$ cat config.mk
export PLATFORM = sky130hd
export DESIGN_NAME = dpf_count
export DESIGN_NICKNAME = d
export VERILOG_FILES = /design/src/rtl/dpf_pkg.sv /design/src/rtl/dpf_count.sv
export SDC_FILE = /design/constraint.sdc
export NUM_CORES = 1
export LEC_CHECK = 0
export BUFFER_PORTS_ARGS = -buffer_cell sky130_fd_sc_hd__buf_2
export CAP_MARGIN = 10
export CORE_AREA = 4 4 89 91
export CTS_CLUSTER_SIZE = 20
export DETAILED_ROUTE_END_ITERATION = 6
export DIE_AREA = 0 0 93 95
export GPL_ROUTABILITY_DRIVEN = 0
export PLACE_DENSITY = 0.73
export SLEW_MARGIN = 15
export SYNTH_ARGS = -nofsm -noshare
export SYNTH_HDL_FRONTEND = slang
export SYNTH_SLANG_ARGS = --single-unit
$ cat constraint.sdc
create_clock -name clk -period 6.8 [get_ports clk]
set_input_delay 1.36 -clock clk [delete_from_list [all_inputs] [get_ports clk]]
set_output_delay 1.36 -clock clk [all_outputs]
set_load 0.01 [all_outputs]
$ cat src/rtl/dpf_pkg.sv
// ----------------------------------------------------------------------------
// dpf_pkg
// Shared types and constants of the dedup packet FIFO with range count.
// ----------------------------------------------------------------------------
package dpf_pkg;

    // Number of cells in the store
    localparam int DEPTH     = 64;
    // Occupancy holds 0..DEPTH
    localparam int OCC_W     = $clog2(DEPTH + 1);
    // Width of the configured limit; limit and occupancy are compared at LIM_W
    localparam int CFG_W     = 7;
    localparam int CFG_RESET = 64;
    localparam int LIM_W     = (OCC_W > CFG_W) ? OCC_W : CFG_W;

    // Match-count reduction: groups of GRP hit bits, then one final add
    localparam int GRP       = 8;
    localparam int PART_W    = $clog2(GRP + 1);
    localparam int NGRP      = (DEPTH + GRP - 1) / GRP;
    localparam int SUM_W     = (OCC_W > 7) ? OCC_W : 8;
    localparam int CNT_W     = 7;
    localparam int CNT_MAX   = 127;

    // Stream widths
    localparam int IN_DATA_W  = 128;
    localparam int OUT_DATA_W = 80;

    typedef enum logic [1:0] {
        CMD_ADD   = 2'd0,
        CMD_FWD   = 2'd1,
        CMD_COUNT = 2'd2,
        CMD_NOP   = 2'd3
    } cmd_t;

    typedef enum logic [1:0] {
        S_IDLE,
        S_CMP,
        S_RED,
        S_EXEC
    } state_t;

    // One stored packet, source in the high bits
    typedef struct packed {
        logic [15:0] source;
        logic [15:0] destination;
        logic [31:0] timestamp;
    } entry_t;

    // Broadcast control to every cell
    typedef struct packed {
        logic shift;
        logic cmp_en;
    } cell_ctl_t;

endpackage

$ cat src/rtl/dpf_count.sv
// ----------------------------------------------------------------------------
// dpf_count
// Registered popcount of the cell hit bits: group sums are registered, then
// one final add gives the saturated match count.
// ----------------------------------------------------------------------------
module dpf_count (
    input  logic                      clk,
    input  logic                      en,
    input  logic [dpf_pkg::DEPTH-1:0] hits,
    output logic [dpf_pkg::CNT_W-1:0] count
);
    import dpf_pkg::*;

    logic [NGRP*GRP-1:0]  hits_pad;
    logic [PART_W-1:0]    part_reg  [NGRP];
    logic [PART_W-1:0]    part_next [NGRP];
    logic [SUM_W-1:0]     sum;

    assign hits_pad = (NGRP*GRP)'(hits);

    // Group sums, each over GRP bits
    always_comb
    begin
        for (int g = 0; g < NGRP; g++)
        begin
            part_next[g] = '0;
            for (int j = 0; j < GRP; j++)
                part_next[g] = part_next[g] + PART_W'(hits_pad[g*GRP + j]);
        end
    end

    always_ff @(posedge clk)
    begin
        if (en)
            for (int g = 0; g < NGRP; g++)
                part_reg[g] <= part_next[g];
    end

    // Final add and saturation
    always_comb
    begin
        sum = '0;
        for (int g = 0; g < NGRP; g++)
            sum = sum + SUM_W'(part_reg[g]);
        count = (sum > SUM_W'(CNT_MAX)) ? CNT_W'(CNT_MAX) : sum[CNT_W-1:0];
    end

endmodule

==> results.txt <==
The number of enable-type register cells in the synthesized netlist came out at 32. In the final timing run, aggregate negative setup slack is 0 ps. The H-tree depth is 2. The global route total overflow came out at 0. Counting every sink on the clock net gives 32. The DRC violation count after routing is 0.

The number of antenna violations at the first check in global routing is 0. The buffers inserted during post-CTS setup optimization is 0. The count of cells resized by post-cts repair is 0. The initial core utilization is between 40% and 50%. The area of combinational cells with multiple inputs came out at roughly 1700 um^2. The largest total area in the synthesized netlist belongs to sky130_fd_sc_hd__fa_1. The total setup violations reported at the end of the flow came out at 0. The die covers between 8000 and 9000 um^2. In this run the count of I/O pins placed on the die edge is 73. The number of nets in the synthesized netlist is ~420. The die width is roughly 93 um. In the final design database the tool counted 503 nets. The number of design-rule violations left by the first detailed-router iteration came out at 21.

The setup path with the least slack is of type reg -> out. STA classifies the critical path startpoint as a flop. The post-synthesis instance area is 3120 um^2. In this run the core area contains 31 standard-cell rows. The critical path arrival came out at 3900 ps. The most used flip-flop cell after synthesis is sky130_fd_sc_hd__edfxtp_1.

The cell count after synthesis came out at 272. The worst relative slew slack came out at 53.1%. The antenna diode count is 0. After synthesis, the cell types taking the most area are sky130_fd_sc_hd__fa_1 (35%), sky130_fd_sc_hd__edfxtp_1 (31%), sky130_fd_sc_hd__inv_1 (15%), sky130_fd_sc_hd__ha_1 (12%), sky130_fd_sc_hd__nor2b_1 (1.8%). In the global route stage, overall resource usage came out at between 10% and 20%. The via count of the first global-routing pass came out at 1,992. In this run, CTS created clock tree buffers numbering 5.

After detailed routing, the average wire length per cell comes to around 11 um. The largest net degree at the start of global routing came out at 33. In the finished design, the share of the clock period the worst path needs comes to 77.4%. The setup slack at placement came out at 1800 ps.

The clock transition at the registers of the reported paths came out at around 60 ps. The post-cts hold buffer count is 0. Counting distinct cell types in the post-synthesis netlist gives 12.

The worst setup margin is 1540 ps. At the pin with the least slew margin, the transition time is about 700 ps. The final instance count without filler cells is 448. The flow ran to the end, and the final reports show no timing, DRC or antenna violations. Summed over all nets, the half-perimeter wirelength after detailed placement is roughly 4.4 mm. The tree is rooted in a sky130_fd_sc_hd__clkbuf_8. The proportion of register bits with asynchronous set or reset after synthesis is 0%.

The post-route minimum period came out at about 5300 ps. The share of cells above drive strength 1 is 22.3%. For this block, the via count after detailed routing is 1,874. In this run the most critical hold path is launched from hits[34]. The detail-routed via count per cell came out at roughly 4.2.

After synthesis, the largest area contributor takes up 35.3% of total cell area. The number of port buffers is 72. The post-synthesis to final-layout area growth came out at 17.7%. The synthesis-stage register bit count is 32. In the post-synthesis netlist, the cell with the most instances is sky130_fd_sc_hd__inv_1. In this run the standard cell core region covers approximately 7100 um^2. The footprint of the flip-flops and latches came out at 961 um^2.

The number of optimization iterations in the first detailed-route pass came out at 4. After synthesis, the most frequently instantiated cells are sky130_fd_sc_hd__inv_1 (123), sky130_fd_sc_hd__fa_1 (55), sky130_fd_sc_hd__edfxtp_1 (32). The chip height is 95 um.

Dividing the synthesized area by the synthesized cell count gives approximately 11 um^2. The final hold violation count was 0. Across the run, the number of max-cap violations was 0. The cell count after placement came out at 443.

The number of nets with antenna violations after routing is 0. The fmax came out at 0.190 GHz. The number of warnings reported in the yosys synthesis log is 0. The worst endpoint required time is roughly 5400 ps.

The clock passes through at most 2 buffers. Setup repair after global routing left no endpoint under its margin. The final max-slew violation count is 0. The wire length of the first global-routing pass is roughly 8.4 mm. The critical path starts at part_reg[0][3]$_DFFE_PP_. STA classifies the critical path endpoint as a primary output. TritonCTS built the clock tree. The number of flip-flops in the largest register is 32. The final-layout fill cell count came out at 652.

The sequential element share of the synthesized area came out at 30.8%. In this run the worst path has a maximum fanout of 2. The type of the most critical hold path is in -> reg. The final layout contains routed wiring with a total length of approximately 4.8 mm.
area by class of cell:
type,instances,share of cell area (%)
clock buffer,5,1.87
inverter,123,12.6
sequential,32,26.1
timing repair buffer,72,9.80
tap,99,3.37
multi-input combinational,117,46.3
cell families after synthesis:
| group | synth area share [%] |
|---|---|
| AO/OA/AOI/OAI | 1.96 |
| XOR/XNOR | 2.80 |
| adder cells (fa/ha/maj) | 47.7 |
| buffers and inverters | 14.8 |
| flip-flops | 30.8 |
| AND/OR/NAND/NOR | 2.00 |
critical path, cell delays in order, from the launching register on:
cell                       delay, ps
sky130_fd_sc_hd__edfxtp_1        320
sky130_fd_sc_hd__inv_1            60
sky130_fd_sc_hd__fa_1            540
sky130_fd_sc_hd__inv_1            70
sky130_fd_sc_hd__fa_1            520
sky130_fd_sc_hd__fa_1            550
sky130_fd_sc_hd__inv_1            50
sky130_fd_sc_hd__fa_1            580
sky130_fd_sc_hd__inv_1            60
sky130_fd_sc_hd__ha_1            280
sky130_fd_sc_hd__a21o_1          190
sky130_fd_sc_hd__a21oi_2         150
sky130_fd_sc_hd__xnor2_1         120
sky130_fd_sc_hd__buf_2           140
path summary, 6_finish.rpt:
path                                        to  depth (start not counted)
worst min-delay path  part_reg[1][0]$_DFFE_PP_                          2
worst max-delay path                  count[5]                         13
placed cells by master, fill, tap and decap left out, drive strengths merged:
| cell | n |
|---|---|
| a21o | 1 |
| xor2 | 6 |
| nand2b | 1 |
| inv | 123 |
| edfxtp | 32 |
| ha | 31 |
| a21oi | 9 |
| xnor2 | 4 |
| buf | 72 |
| o21ai | 1 |
| fa | 55 |
| clkbuf | 5 |
| nor2b | 9 |
per-layer routing:
| layer | part of all wire [%] | vias up | wire [um] | global-route usage, % |
|---|---|---|---|---|
| met5 | 0 | - | 0 | 0 |
| met4 | 1.7 | 0 | 83 | 3.79 |
| met3 | 5.8 | 10 | 281 | 2.95 |
| met2 | 54 | 49 | 2620 | 22.3 |
| met1 | 38 | 893 | 1860 | 14.3 |
| li1 | - | 922 | - | - |
metrics by stage:
step	area [um^2]	hold slack, ps	utilization [%]
floorplan	3120	1470	-
global placement	3610	1660	50.5
detailed placement	3610	1660	50.5
CTS	3680	1370	51.5
global route	3680	1370	51.5
finish	3680	1370	51.5
Power is left out: the tool's default activity adds up to more than one toggle a clock period on the data nets, which glitch-free logic cannot reach.
