[config.mk]
export PLATFORM = sky130hd
export DESIGN_NAME = dpf_cell
export DESIGN_NICKNAME = d
export VERILOG_FILES = /design/src/rtl/dpf_pkg.sv /design/src/rtl/dpf_cell.sv
export SDC_FILE = /design/constraint.sdc
export NUM_CORES = 1
export LEC_CHECK = 0
export BUFFER_PORTS_ARGS = -buffer_cell sky130_fd_sc_hd__buf_2
export CORE_ASPECT_RATIO = 0.6
export CORE_UTILIZATION = 40
export CTS_CLUSTER_DIAMETER = 100
export DETAILED_ROUTE_END_ITERATION = 12
export GPL_TIMING_DRIVEN = 0
export PLACE_DENSITY_LB_ADDON = 0.08
export SYNTH_ARGS = -nofsm -noshare
export SYNTH_HDL_FRONTEND = slang
export SYNTH_SLANG_ARGS = --single-unit
[constraint.sdc]
create_clock -name clk -period 3.85 [get_ports clk]
set_input_delay 0.77 -clock clk [delete_from_list [all_inputs] [get_ports clk]]
set_output_delay 0.77 -clock clk [all_outputs]
set_load 0.05 [all_outputs]
[src/rtl/dpf_pkg.sv]
// ----------------------------------------------------------------------------
// dpf_pkg
// Shared types and constants of the dedup packet FIFO with range count.
// ----------------------------------------------------------------------------
package dpf_pkg;

    // Number of cells in the store
    localparam int DEPTH     = 64;
    // Occupancy holds 0..DEPTH
    localparam int OCC_W     = $clog2(DEPTH + 1);
    // Width of the configured limit; limit and occupancy are compared at LIM_W
    localparam int CFG_W     = 7;
    localparam int CFG_RESET = 64;
    localparam int LIM_W     = (OCC_W > CFG_W) ? OCC_W : CFG_W;

    // Match-count reduction: groups of GRP hit bits, then one final add
    localparam int GRP       = 8;
    localparam int PART_W    = $clog2(GRP + 1);
    localparam int NGRP      = (DEPTH + GRP - 1) / GRP;
    localparam int SUM_W     = (OCC_W > 7) ? OCC_W : 8;
    localparam int CNT_W     = 7;
    localparam int CNT_MAX   = 127;

    // Stream widths
    localparam int IN_DATA_W  = 128;
    localparam int OUT_DATA_W = 80;

    typedef enum logic [1:0] {
        CMD_ADD   = 2'd0,
        CMD_FWD   = 2'd1,
        CMD_COUNT = 2'd2,
        CMD_NOP   = 2'd3
    } cmd_t;

    typedef enum logic [1:0] {
        S_IDLE,
        S_CMP,
        S_RED,
        S_EXEC
    } state_t;

    // One stored packet, source in the high bits
    typedef struct packed {
        logic [15:0] source;
        logic [15:0] destination;
        logic [31:0] timestamp;
    } entry_t;

    // Broadcast control to every cell
    typedef struct packed {
        logic shift;
        logic cmp_en;
    } cell_ctl_t;

endpackage

[src/rtl/dpf_cell.sv]
// ----------------------------------------------------------------------------
// dpf_cell
// One slot of the packet store. Holds an entry, takes its upper neighbor's
// entry on a shift, loads the new packet when selected, and registers its
// duplicate and range-count hits against the broadcast key.
// ----------------------------------------------------------------------------
module dpf_cell (
    input  logic               clk,
    input  dpf_pkg::cell_ctl_t ctl,
    input  logic               valid,
    input  logic               wr_sel,
    input  dpf_pkg::entry_t    key,
    input  logic [31:0]        start_time,
    input  logic [31:0]        end_time,
    input  dpf_pkg::entry_t    nbr_data,
    output dpf_pkg::entry_t    data,
    output logic               dup_hit,
    output logic               cnt_hit
);
    import dpf_pkg::*;

    entry_t data_reg;
    entry_t data_next;
    logic   dup_reg;
    logic   cnt_reg;
    logic   dup_next;
    logic   cnt_next;

    // Load beats shift: the new packet lands after the shift position
    always_comb
    begin
        if (wr_sel)
            data_next = key;
        else if (ctl.shift)
            data_next = nbr_data;
        else
            data_next = data_reg;
    end

    // Per-cell comparators
    always_comb
    begin
        dup_next = valid && (data_reg == key);
        cnt_next = valid && (data_reg.destination == key.destination)
                   && (data_reg.timestamp >= start_time)
                   && (data_reg.timestamp <= end_time);
    end

    always_ff @(posedge clk)
    begin
        data_reg <= data_next;
        if (ctl.cmp_en)
        begin
            dup_reg <= dup_next;
            cnt_reg <= cnt_next;
        end
    end

    assign data    = data_reg;
    assign dup_hit = dup_reg;
    assign cnt_hit = cnt_reg;

endmodule

==> results of run 1 <==
## worst max-delay path, stage by stage
cell,delay [ns]
clkbuf_1,0.43
buf_2,0.39
or2_4,0.48
buf_12,0.29
## per-layer routing
layer / up-vias / track usage, % / wire (um)
li1: 2181 / - / -
met1: 2008 / 32.9 / 7580
met2: 161 / 37.7 / 7000
met3: 11 / 7.19 / 1360
met4: 0 / 5.62 / 138
met5: - / 0 / 0
## metrics by stage
stage	utilization, %	setup slack, ns
2_1_floorplan	-	1.29
3_3_place_gp	54.1	0.486
3_5_place_dp	54.2	1.08
4_1_cts	57.1	1.44
5_1_grt	57.1	1.33
6_report	57.1	1.46
## power by group
group	total [W]	internal, W	leakage, nW	switching, W
Sequential	0.000974	0.000887	0.672	0.0000870
Clock	0.000961	0.000635	0.163	0.000326
Combinational	0.000900	0.000328	2.61	0.000571
## final cells by class
cell class	count	area [um2]	share of cell area, %
flip-flops and latches	66	1980	28.4
inverters	64	240	3.45
repair buffers	262	1330	19.0
plain buffers	7	32.5	0.467
clock buffers	10	229	3.28
well taps	165	206	2.96
clock inverters	6	115	1.65
multi-input cells	312	2840	40.7
## worst paths after layout
check                               end  startpoint  cells past startpoint  slack [ns]
worst max-delay path            data[9]      wr_sel                      4        1.46
worst min-delay path            cnt_hit      ctl[0]                      1        0.66
worst max register to register  cnt_hit    data[25]                      7        1.56
worst min register to register  dup_hit    data[42]                      3        0.83
## cell families after synthesis
family                   synth area share [%]
adder cells (fa/ha/maj)                  15.7
multiplexers                             14.2
AND/OR/NAND/NOR                          8.60
buffers and inverters                    5.36
flip-flops                               38.9
AO/OA/AOI/OAI                            6.24
XOR/XNOR                                 11.0
## Yosys cell counts (all sizes together) (2+ instances only)
cell type   n  area (um2)
inv        64         240
a21oi      18        90.1
a211oi      5        42.5
nand4      19         150
a21o        7        52.6
nor4       17         128
nor2        6        22.5
nor2b       2        12.5
edfxtp     66        1980
ha         64         801
o21ai       8        40.0
nor3        5        25.0
xor2       48         420
mux2       64         721
clkbuf      2        7.51
nand3       5        25.0
xnor2      16         140
nand2      14        52.6
o21a        4        30.0
buf         5        25.0
==> impl_results.md, run 1 <==
* Hold slack at 0.659 ns
* Initial antenna violation count at 1
* Cell count after synthesis at 449
* Final ANT Viol Nets at 0
* RSZ-0062 raised after global routing: false
* Worst EP required at 3.86 ns
* Total CTS buffers at 9
* Shortest period the worst path allows at 2.39 ns
* Power per cell area at 407 nW/um2
* Dpl cells at 876
* CP Capture Type: flop
* Root Buffer: clkbuf_16
* CTS tree: yes
* Headroom to the max-slew limit at 55.6%
* Layout cell share with drive strength beyond 1 at 48.8%
* Post-Syn Area at 5090 um2
* Max Clk Rate at 419 MHz
* Largest net degree at the start of global routing at 37
* Die Ht at 89.4 um
* Run status: completed
* Setup TNS at 0 ns
* Die Wd at 148 um
* Top_reg_cell synth: edfxtp_1
* CP Class: in -> reg
* Syn avg cell area at 11.3 um2
* Clock Skews at 0.00621 ns
* Vias/cell at 4.89
* Register bit total from synthesis at 66
* Hold_buf cts at 0
* Most frequent cells in the layout: 266 x buf_2, 66 x edfxtp_1, 64 x inv_1, 64 x mux2_2, 64 x ha_1
* Die area at 13200 um2
* Clk sink count at 66
* Crit path max fanout at 36
* Number of global-route vias before repair at 4341
* Tcrit/Tclk final at 62.0%
* Post-route DRC at 0
* Arrival @ worst endpoint at 2.40 ns
* Max-slew violations at 0
* Reg clk slew, reported paths at 0.06 ns
* CTS Buffer Depth at 2
* Core area at 12200 um2
* CTS-repair resized insts at 0
* # rows at 31
* Latest clock arrival within the worst-skew pair at 0.33 ns
* Io pins at 263
* H-tree Lvls at 3
* Post-Syn Nets at 710
* Async S/R FF share, synth at 0%
* Iteration-0 DRC count of the detailed router at 115
* Max Cap Viol at 0
* Fin. Hold Viols at 0
* Worst min-delay path class: in -> reg
* Layout net count at 983
* Count of different cell masters after synthesis at 34
* Fillers at 1121
* All-Layer GR Usage at 24.1%
* Initial core utilization at 41.7%
* Seq/Total Area, Yosys at 38.9%
* Setup violators final at 0
* Placed cell area at 6630 um2
* DR WL/cell at 18.0 um
* HPWL after detailed placement at 13400 um
* Pleak at 3.45 nW
* Ant diodes at 0
* Post-route cell area at 6970 um2
* Setup crit start kind: input port
* First-pass GRT wire length at 23200 um
* Final non-filler cell total at 892
* Post-synth EDFFs at 66
* Postcts setup bufs at 0
* Synth-to-layout area growth at 36.9%
* Max FFs per register at 64
* WL final at 16100 um
* Power Total at 0.00283 W
* Commonest non-fill, non-tap cell in the layout: buf_2
* Routability cong. at 0.847
* Ys Warns at 0
* PortBufs at 261
* Maximum vdd drop at 0.000197 V
* Slew @ Worst Pin at 0.665 ns
* Total gr overflow at 0
* Drt first pass iters at 4
* Vias at 4361
(Power assumes the default switching activity.)
==> inputs of run 2 (changes only) <==
Clock period 3.85 ns to 2.2 ns, I/O delays scaled along.
==> run 2 against run 1 <==
Die area stayed put; core utilization is 0.97 points higher; combinational power is 86% higher; cell area is 1.7% higher; critical endpoint is now cnt_hit.
==> impl_results.md, run 2 (synthesis gave the netlist of run 1 again) <==
* Register-to-register setup slack at 0.03 ns
* Die Ht at 89.4 um
* Hold_buf cts at 0
* Vias/cell at 4.98
* CTS Buffer Depth at 2
* Max Cap Viol at 0
* Root Buffer: clkbuf_16
* Setup crit start kind: flop
* Initial antenna violation count at 0
* Cell depth of the worst setup path at 8
* Clk sink count at 66
* Reg-to-reg startpoint: data[7]
* Vias at 4475
* Layout cell share with drive strength beyond 1 at 51.0%
* Clock Skews at 0.00706 ns
* DP Worst Slack at -0.311 ns
* Commonest non-fill, non-tap cell in the layout: buf_2
* Initial core utilization at 41.7%
* Shortest period the worst path allows at 2.17 ns
* RSZ-0062 raised after global routing: true
* All-Layer GR Usage at 24.3%
* Routability cong. at 0.875
* Most frequent cells in the layout: 266 x buf_2, 66 x edfxtp_1, 64 x inv_1, 64 x mux2_2, 56 x ha_1
* CP Capture Type: flop
* Cell Chain, Critical Path: buf_4 -> ha_1 -> a21oi_1 -> o21a_1 -> o221a_1 -> nor2_1 -> o41ai_2 -> a211oi_2
* Drt first pass iters at 4
* Largest stage delay on the critical path at 0.43 ns
* Largest net degree at the start of global routing at 65
* Crit path buf inv count at 1
* HPWL after detailed placement at 13600 um
* Total CTS buffers at 9
* H-tree Lvls at 3
* Die Wd at 148 um
* Synth-to-layout area growth at 39.2%
* Final ANT Viol Nets at 0
* Ant diodes at 0
* Worst min-delay path class: in -> reg
* Worst Hold Endpoint: cnt_hit
* First-pass GRT wire length at 23700 um
* Crit path max fanout at 3
* Headroom to the max-slew limit at 48.5%
* Post-route DRC at 0
* CTS tree: yes
* Number of global-route vias before repair at 4517
* Setup ws final at 0.0279 ns
* PortBufs at 261
* Hold path startpoint: ctl[0]
* Hold slack at 0.340 ns
* Total gr overflow at 0
* CP Class: reg -> reg
* # rows at 31
* Worst Reg2Reg Path Length in Cells at 8
* Power per cell area at 666 nW/um2
* Fin. Hold Viols at 0
* Arrival @ worst endpoint at 2.24 ns
* Latest clock arrival within the worst-skew pair at 0.33 ns
* Run status: completed
* Reg2Reg Capture Point: cnt_hit
* Setup TNS at 0 ns
* Maximum vdd drop at 0.000366 V
* Core area at 12200 um2
* Max FFs per register at 64
* Max-slew violations at 0
* Crit path max-delay cell type: edfxtp_1
* Hold depth at 1
* Slew @ Worst Pin at 0.772 ns
* Iteration-0 DRC count of the detailed router at 180
* Layout net count at 990
* WL final at 16400 um
* Reg clk slew, reported paths at 0.06 ns
* Power Total at 0.00472 W
* Fin util at 58.0%
* Tcrit/Tclk final at 98.7%
* Pleak at 3.46 nW
* Die area at 13200 um2
* Max Clk Rate at 460 MHz
* Top Family by Delay on Critical Path: compound AO/OA/AOI/OAI gates
* DR WL/cell at 18.2 um
* Fillers at 1132
* Io pins at 263
* Setup violators final at 0
* Worst EP required at 2.27 ns
run 2: per-layer routing:
| layer | share of wire, % | global-route usage (%) | up-vias | wire, um |
|---|---|---|---|---|
| li1 | - | - | 2201 | - |
| met1 | 45 | 31.6 | 2079 | 7320 |
| met2 | 46 | 39.4 | 177 | 7490 |
| met3 | 8.6 | 8.01 | 18 | 1400 |
| met4 | 1.1 | 6.28 | 0 | 181 |
| met5 | 0 | 0 | - | 0 |
run 2: worst max path at each step:
stage | startpoint | endpoint | slack [ns]
finish | data[7] | cnt_hit | 0.03
global route | data[17] | cnt_hit | -0.06
CTS | data[7] | cnt_hit | 0.03
detailed placement | wr_sel | data[5] | -0.31
global placement | wr_sel | data[9] | -0.29
floorplan | data[7] | cnt_hit | -0.01
run 2: per-stage QoR:
step           instances  area, um2
2_1_floorplan        449       5200
3_3_place_gp         875       6710
3_5_place_dp         875       6710
4_1_cts              891       7010
5_1_grt              899       7090
6_report             899       7090
run 2: layout make-up:
cell class                      count  area [um2]  share of cell area (%)
Timing Repair Buffer              268        1360                    19.2
Clock inverter                      7        55.1                   0.776
Tap cell                          165         206                    2.91
Sequential cell                    66        1980                    28.0
Clock buffer                        9         225                    3.18
Multi-Input combinational cell    313        2990                    42.2
Inverter                           64         240                    3.39
Buffer                              7        32.5                   0.459
run 2: power breakdown:
part	internal, W	switching, W
clock	0.000770	0.000588
combinational	0.000623	0.00104
sequential	0.00155	0.000149
run 2: repair_timing:
action | CTS | global route
setup endpoints to repair | 1 | 65
cloned | 0 | 1
gates resized for setup | 2 | 3
buffers inserted | 0 | 7
pin swaps | 0 | 3
==> inputs of run 3 (changes only) <==
Settings changed: ABC_AREA set to 1.
==> run 3 against run 2 <==
Non-clock buffer count is 1 higher; clock-buffer cell count did not move; total power shrank 1.6%; routed wire length rose by 2.5%; global-route usage rose by 0.55 points; maximum frequency up 7.3%; largest cell class unchanged.
==> impl_results.md, run 3 <==
* Run status: completed
* Largest stage delay on the critical path at 0.45 ns
* Tcrit/Tclk final at 92.0%
* Clock Skews at 0.00599 ns
* RSZ-0062 raised after global routing: false
* Layout cell share with drive strength beyond 1 at 30.1%
* Power share of the combinational group at 34.7%
* CP Capture Type: flop
* Seq/Total Area, Yosys at 37.5%
* Core area at 12900 um2
* Worst min-delay path class: in -> reg
* Post-Syn Area at 5280 um2
* Arrival @ worst endpoint at 2.11 ns
* Max-slew violations at 0
* Layout net count at 1221
* First-pass GRT wire length at 25800 um
* Fin util at 55.3%
* Die Wd at 150 um
* Cell count after synthesis at 686
* Worst setup path end: cnt_hit
* All-Layer GR Usage at 24.9%
* Syn avg cell area at 7.70 um2
* Pleak at 3.92 nW
* Top_reg_cell synth: edfxtp_1
* Cell Chain, Critical Path: ha_1 -> nand4_1 -> nor3_1 -> nand2_1 -> nand2_1 -> nand2_1 -> a21oi_1 -> nor2_1
* Setup ws final at 0.175 ns
* Dpl cells at 1119
* Fillers at 1311
* CTS-repair resized insts at 0
* Commonest non-fill, non-tap cell in the layout: buf_2
* Vias at 5200
* Switching pwr at 0.00179 W
* Setup crit start kind: flop
* Synth top area cells: edfxtp_1 38%, nand2_1 18%, ha_1 15%
* Initial core utilization at 41.1%
* Most frequent cells in the layout: 265 x buf_2, 256 x nand2_1, 99 x inv_1, 66 x edfxtp_1, 64 x ha_1
* Internal power at 0.00286 W
* Max Cap Viol at 0
* Max FFs per register at 64
* Post-route DRC at 0
* Register-to-register setup slack at 0.17 ns
* Root Buffer: clkbuf_16
* Ys Warns at 0
* Post-synth EDFFs at 66
* Die Ht at 91.0 um
* Reg clk slew, reported paths at 0.06 ns
* Cell depth of the worst setup path at 8
* Async S/R FF share, synth at 0%
* Reg2Reg Capture Point: cnt_hit
* Fin. Hold Viols at 0
* Max Clk Rate at 494 MHz
* Setup violators final at 0
* Latest clock arrival within the worst-skew pair at 0.33 ns
* Total CTS buffers at 9
* Headroom to the max-slew limit at 63.2%
* Register bit total from synthesis at 66
* Worst EP required at 2.28 ns
* HPWL after detailed placement at 13800 um
* WL final at 16800 um
* Top cell type's share of synthesized area at 37.5%
* Power Total at 0.00465 W
* Reg-to-reg startpoint: data[11]
* H-tree Lvls at 3
* Final ANT Viol Nets at 0
* Most Frequent Cell on Critical Path: nand2_1
* Count of different cell masters after synthesis at 28
* CTS tree: yes
* Setup crit start: data[11]
* Crit path max fanout at 4
* Most numerous cell in the Yosys netlist: nand2_1
* Top Family by Delay on Critical Path: simple AND/OR/NAND/NOR gates
* Final non-filler cell total at 1136
* Power per cell area at 654 nW/um2
* Number of global-route vias before repair at 4938
* Initial antenna violation count at 2
* CTS Buffer Depth at 2
* Hold depth at 1
* Clk sink count at 66
* Total gr overflow at 0
* Flop pwr share at 36.7%
* Crit path buf inv count at 0
* Post-Syn Nets at 947
* Worst Reg2Reg Path Length in Cells at 8
* Routability cong. at 0.837
* Hold_buf cts at 0
* Largest net degree at the start of global routing at 63
* Io pins at 263
* DR WL/cell at 14.8 um
* DP Worst Slack at 0.146 ns
* Postcts setup bufs at 0
* Crit path max-delay cell type: edfxtp_1
* Commonest cells post-synth: 256 x nand2_1, 99 x inv_1, 66 x edfxtp_1
* CP Class: reg -> reg
* Iteration-0 DRC count of the detailed router at 234
* Drt first pass iters at 5
* Shortest period the worst path allows at 2.03 ns
* Switching Share at 38.6%
* Post-synth top area cell: edfxtp_1
* Synth-to-layout area growth at 34.6%
* PortBufs at 262
* Slew @ Worst Pin at 0.552 ns
* Die area at 13700 um2
* Maximum vdd drop at 0.000387 V
* Clk pwr share at 28.6%
* Vias/cell at 4.58
* Setup TNS at 0 ns
* # rows at 32
## run 3: changes by cell type after synthesis, sizes merged, moves of 17 or more
| cell | before | now |
|---|---|---|
| nand2 | 14 | 257 |
| mux2 | 64 | 0 |
| inv | 64 | 101 |
| nor2 | 6 | 40 |
| xor2 | 48 | 16 |
| o21ai | 8 | 29 |
| nor4 | 17 | 0 |
## run 3: metal layers
metal / vias up / share of wire [%] / global-route usage (%)
met4: 2 / 0.74 / 4.21
met1: 2236 / 51 / 37.1
met3: 13 / 8.1 / 6.23
met5: - / 0.059 / 0
li1: 2756 / - / -
met2: 193 / 40 / 36.2
## run 3: kinds of logic (layout without fill, tap and decap cells)
| logic type | after synthesis | in the layout | share of synthesized area [%] |
|---|---|---|---|
| adders and majority gates | 64 | 64 | 15.2 |
| buffers and inverters | 114 | 393 | 8.17 |
| xor gates and xnor gates | 45 | 45 | 7.46 |
| and+or+nand+nor | 325 | 325 | 24.2 |
| AOI/OAI and AO/OA | 72 | 72 | 7.46 |
| DFF | 66 | 66 | 37.5 |
| other | 0 | 1 | 0 |
## run 3: how the worst min path moves through the flow
stage               to  startpoint  slack, ns
5_1_grt        dup_hit      ctl[0]       0.33
4_1_cts        dup_hit      ctl[0]       0.33
3_5_place_dp   cnt_hit      ctl[0]       0.68
6_report       dup_hit      ctl[0]       0.34
3_3_place_gp   cnt_hit      ctl[0]       0.68
2_1_floorplan  cnt_hit      ctl[0]       0.55
## run 3: power groups by stage
stage / Sequential [W] / Clock, W / Combinational [W]
3_3_place_gp: 0.00173 / 0 / 0.00160
3_5_place_dp: 0.00173 / 0 / 0.00161
5_1_grt: 0.00172 / 0.00139 / 0.00179
2_1_floorplan: 0.00216 / 0 / 0.000615
4_1_cts: 0.00171 / 0.00136 / 0.00162
6_report: 0.00171 / 0.00133 / 0.00161
## run 3: worst reg2reg max path: cells and delay by family (launching register included)
kind,cells,cell delay (ns)
flops,1,0.45
simple gates,6,0.83
compound gates,1,0.14
fa+ha+maj,1,0.36
## run 3: area by class of cell
class / count / area (um2) / share of cell area (%)
Multi-Input combinational cell: 506 / 2870 / 40.4
Sequential cell: 66 / 1980 / 27.9
Timing Repair Buffer: 263 / 1340 / 18.8
Inverter: 101 / 379 / 5.33
Clock buffer: 9 / 225 / 3.17
Tap cell: 170 / 213 / 2.99
Buffer: 13 / 52.6 / 0.739
Clock inverter: 7 / 46.3 / 0.651
Antenna cell: 1 / 2.50 / 0.0352
## run 3: stage by stage
stage                     hold slack (ns)  instance area, um2
final                               0.345                7110
after global routing                0.334                7110
after CTS                           0.335                7110
after detailed placement            0.680                6840
after global placement              0.682                6810
after floorplan                     0.552                5280
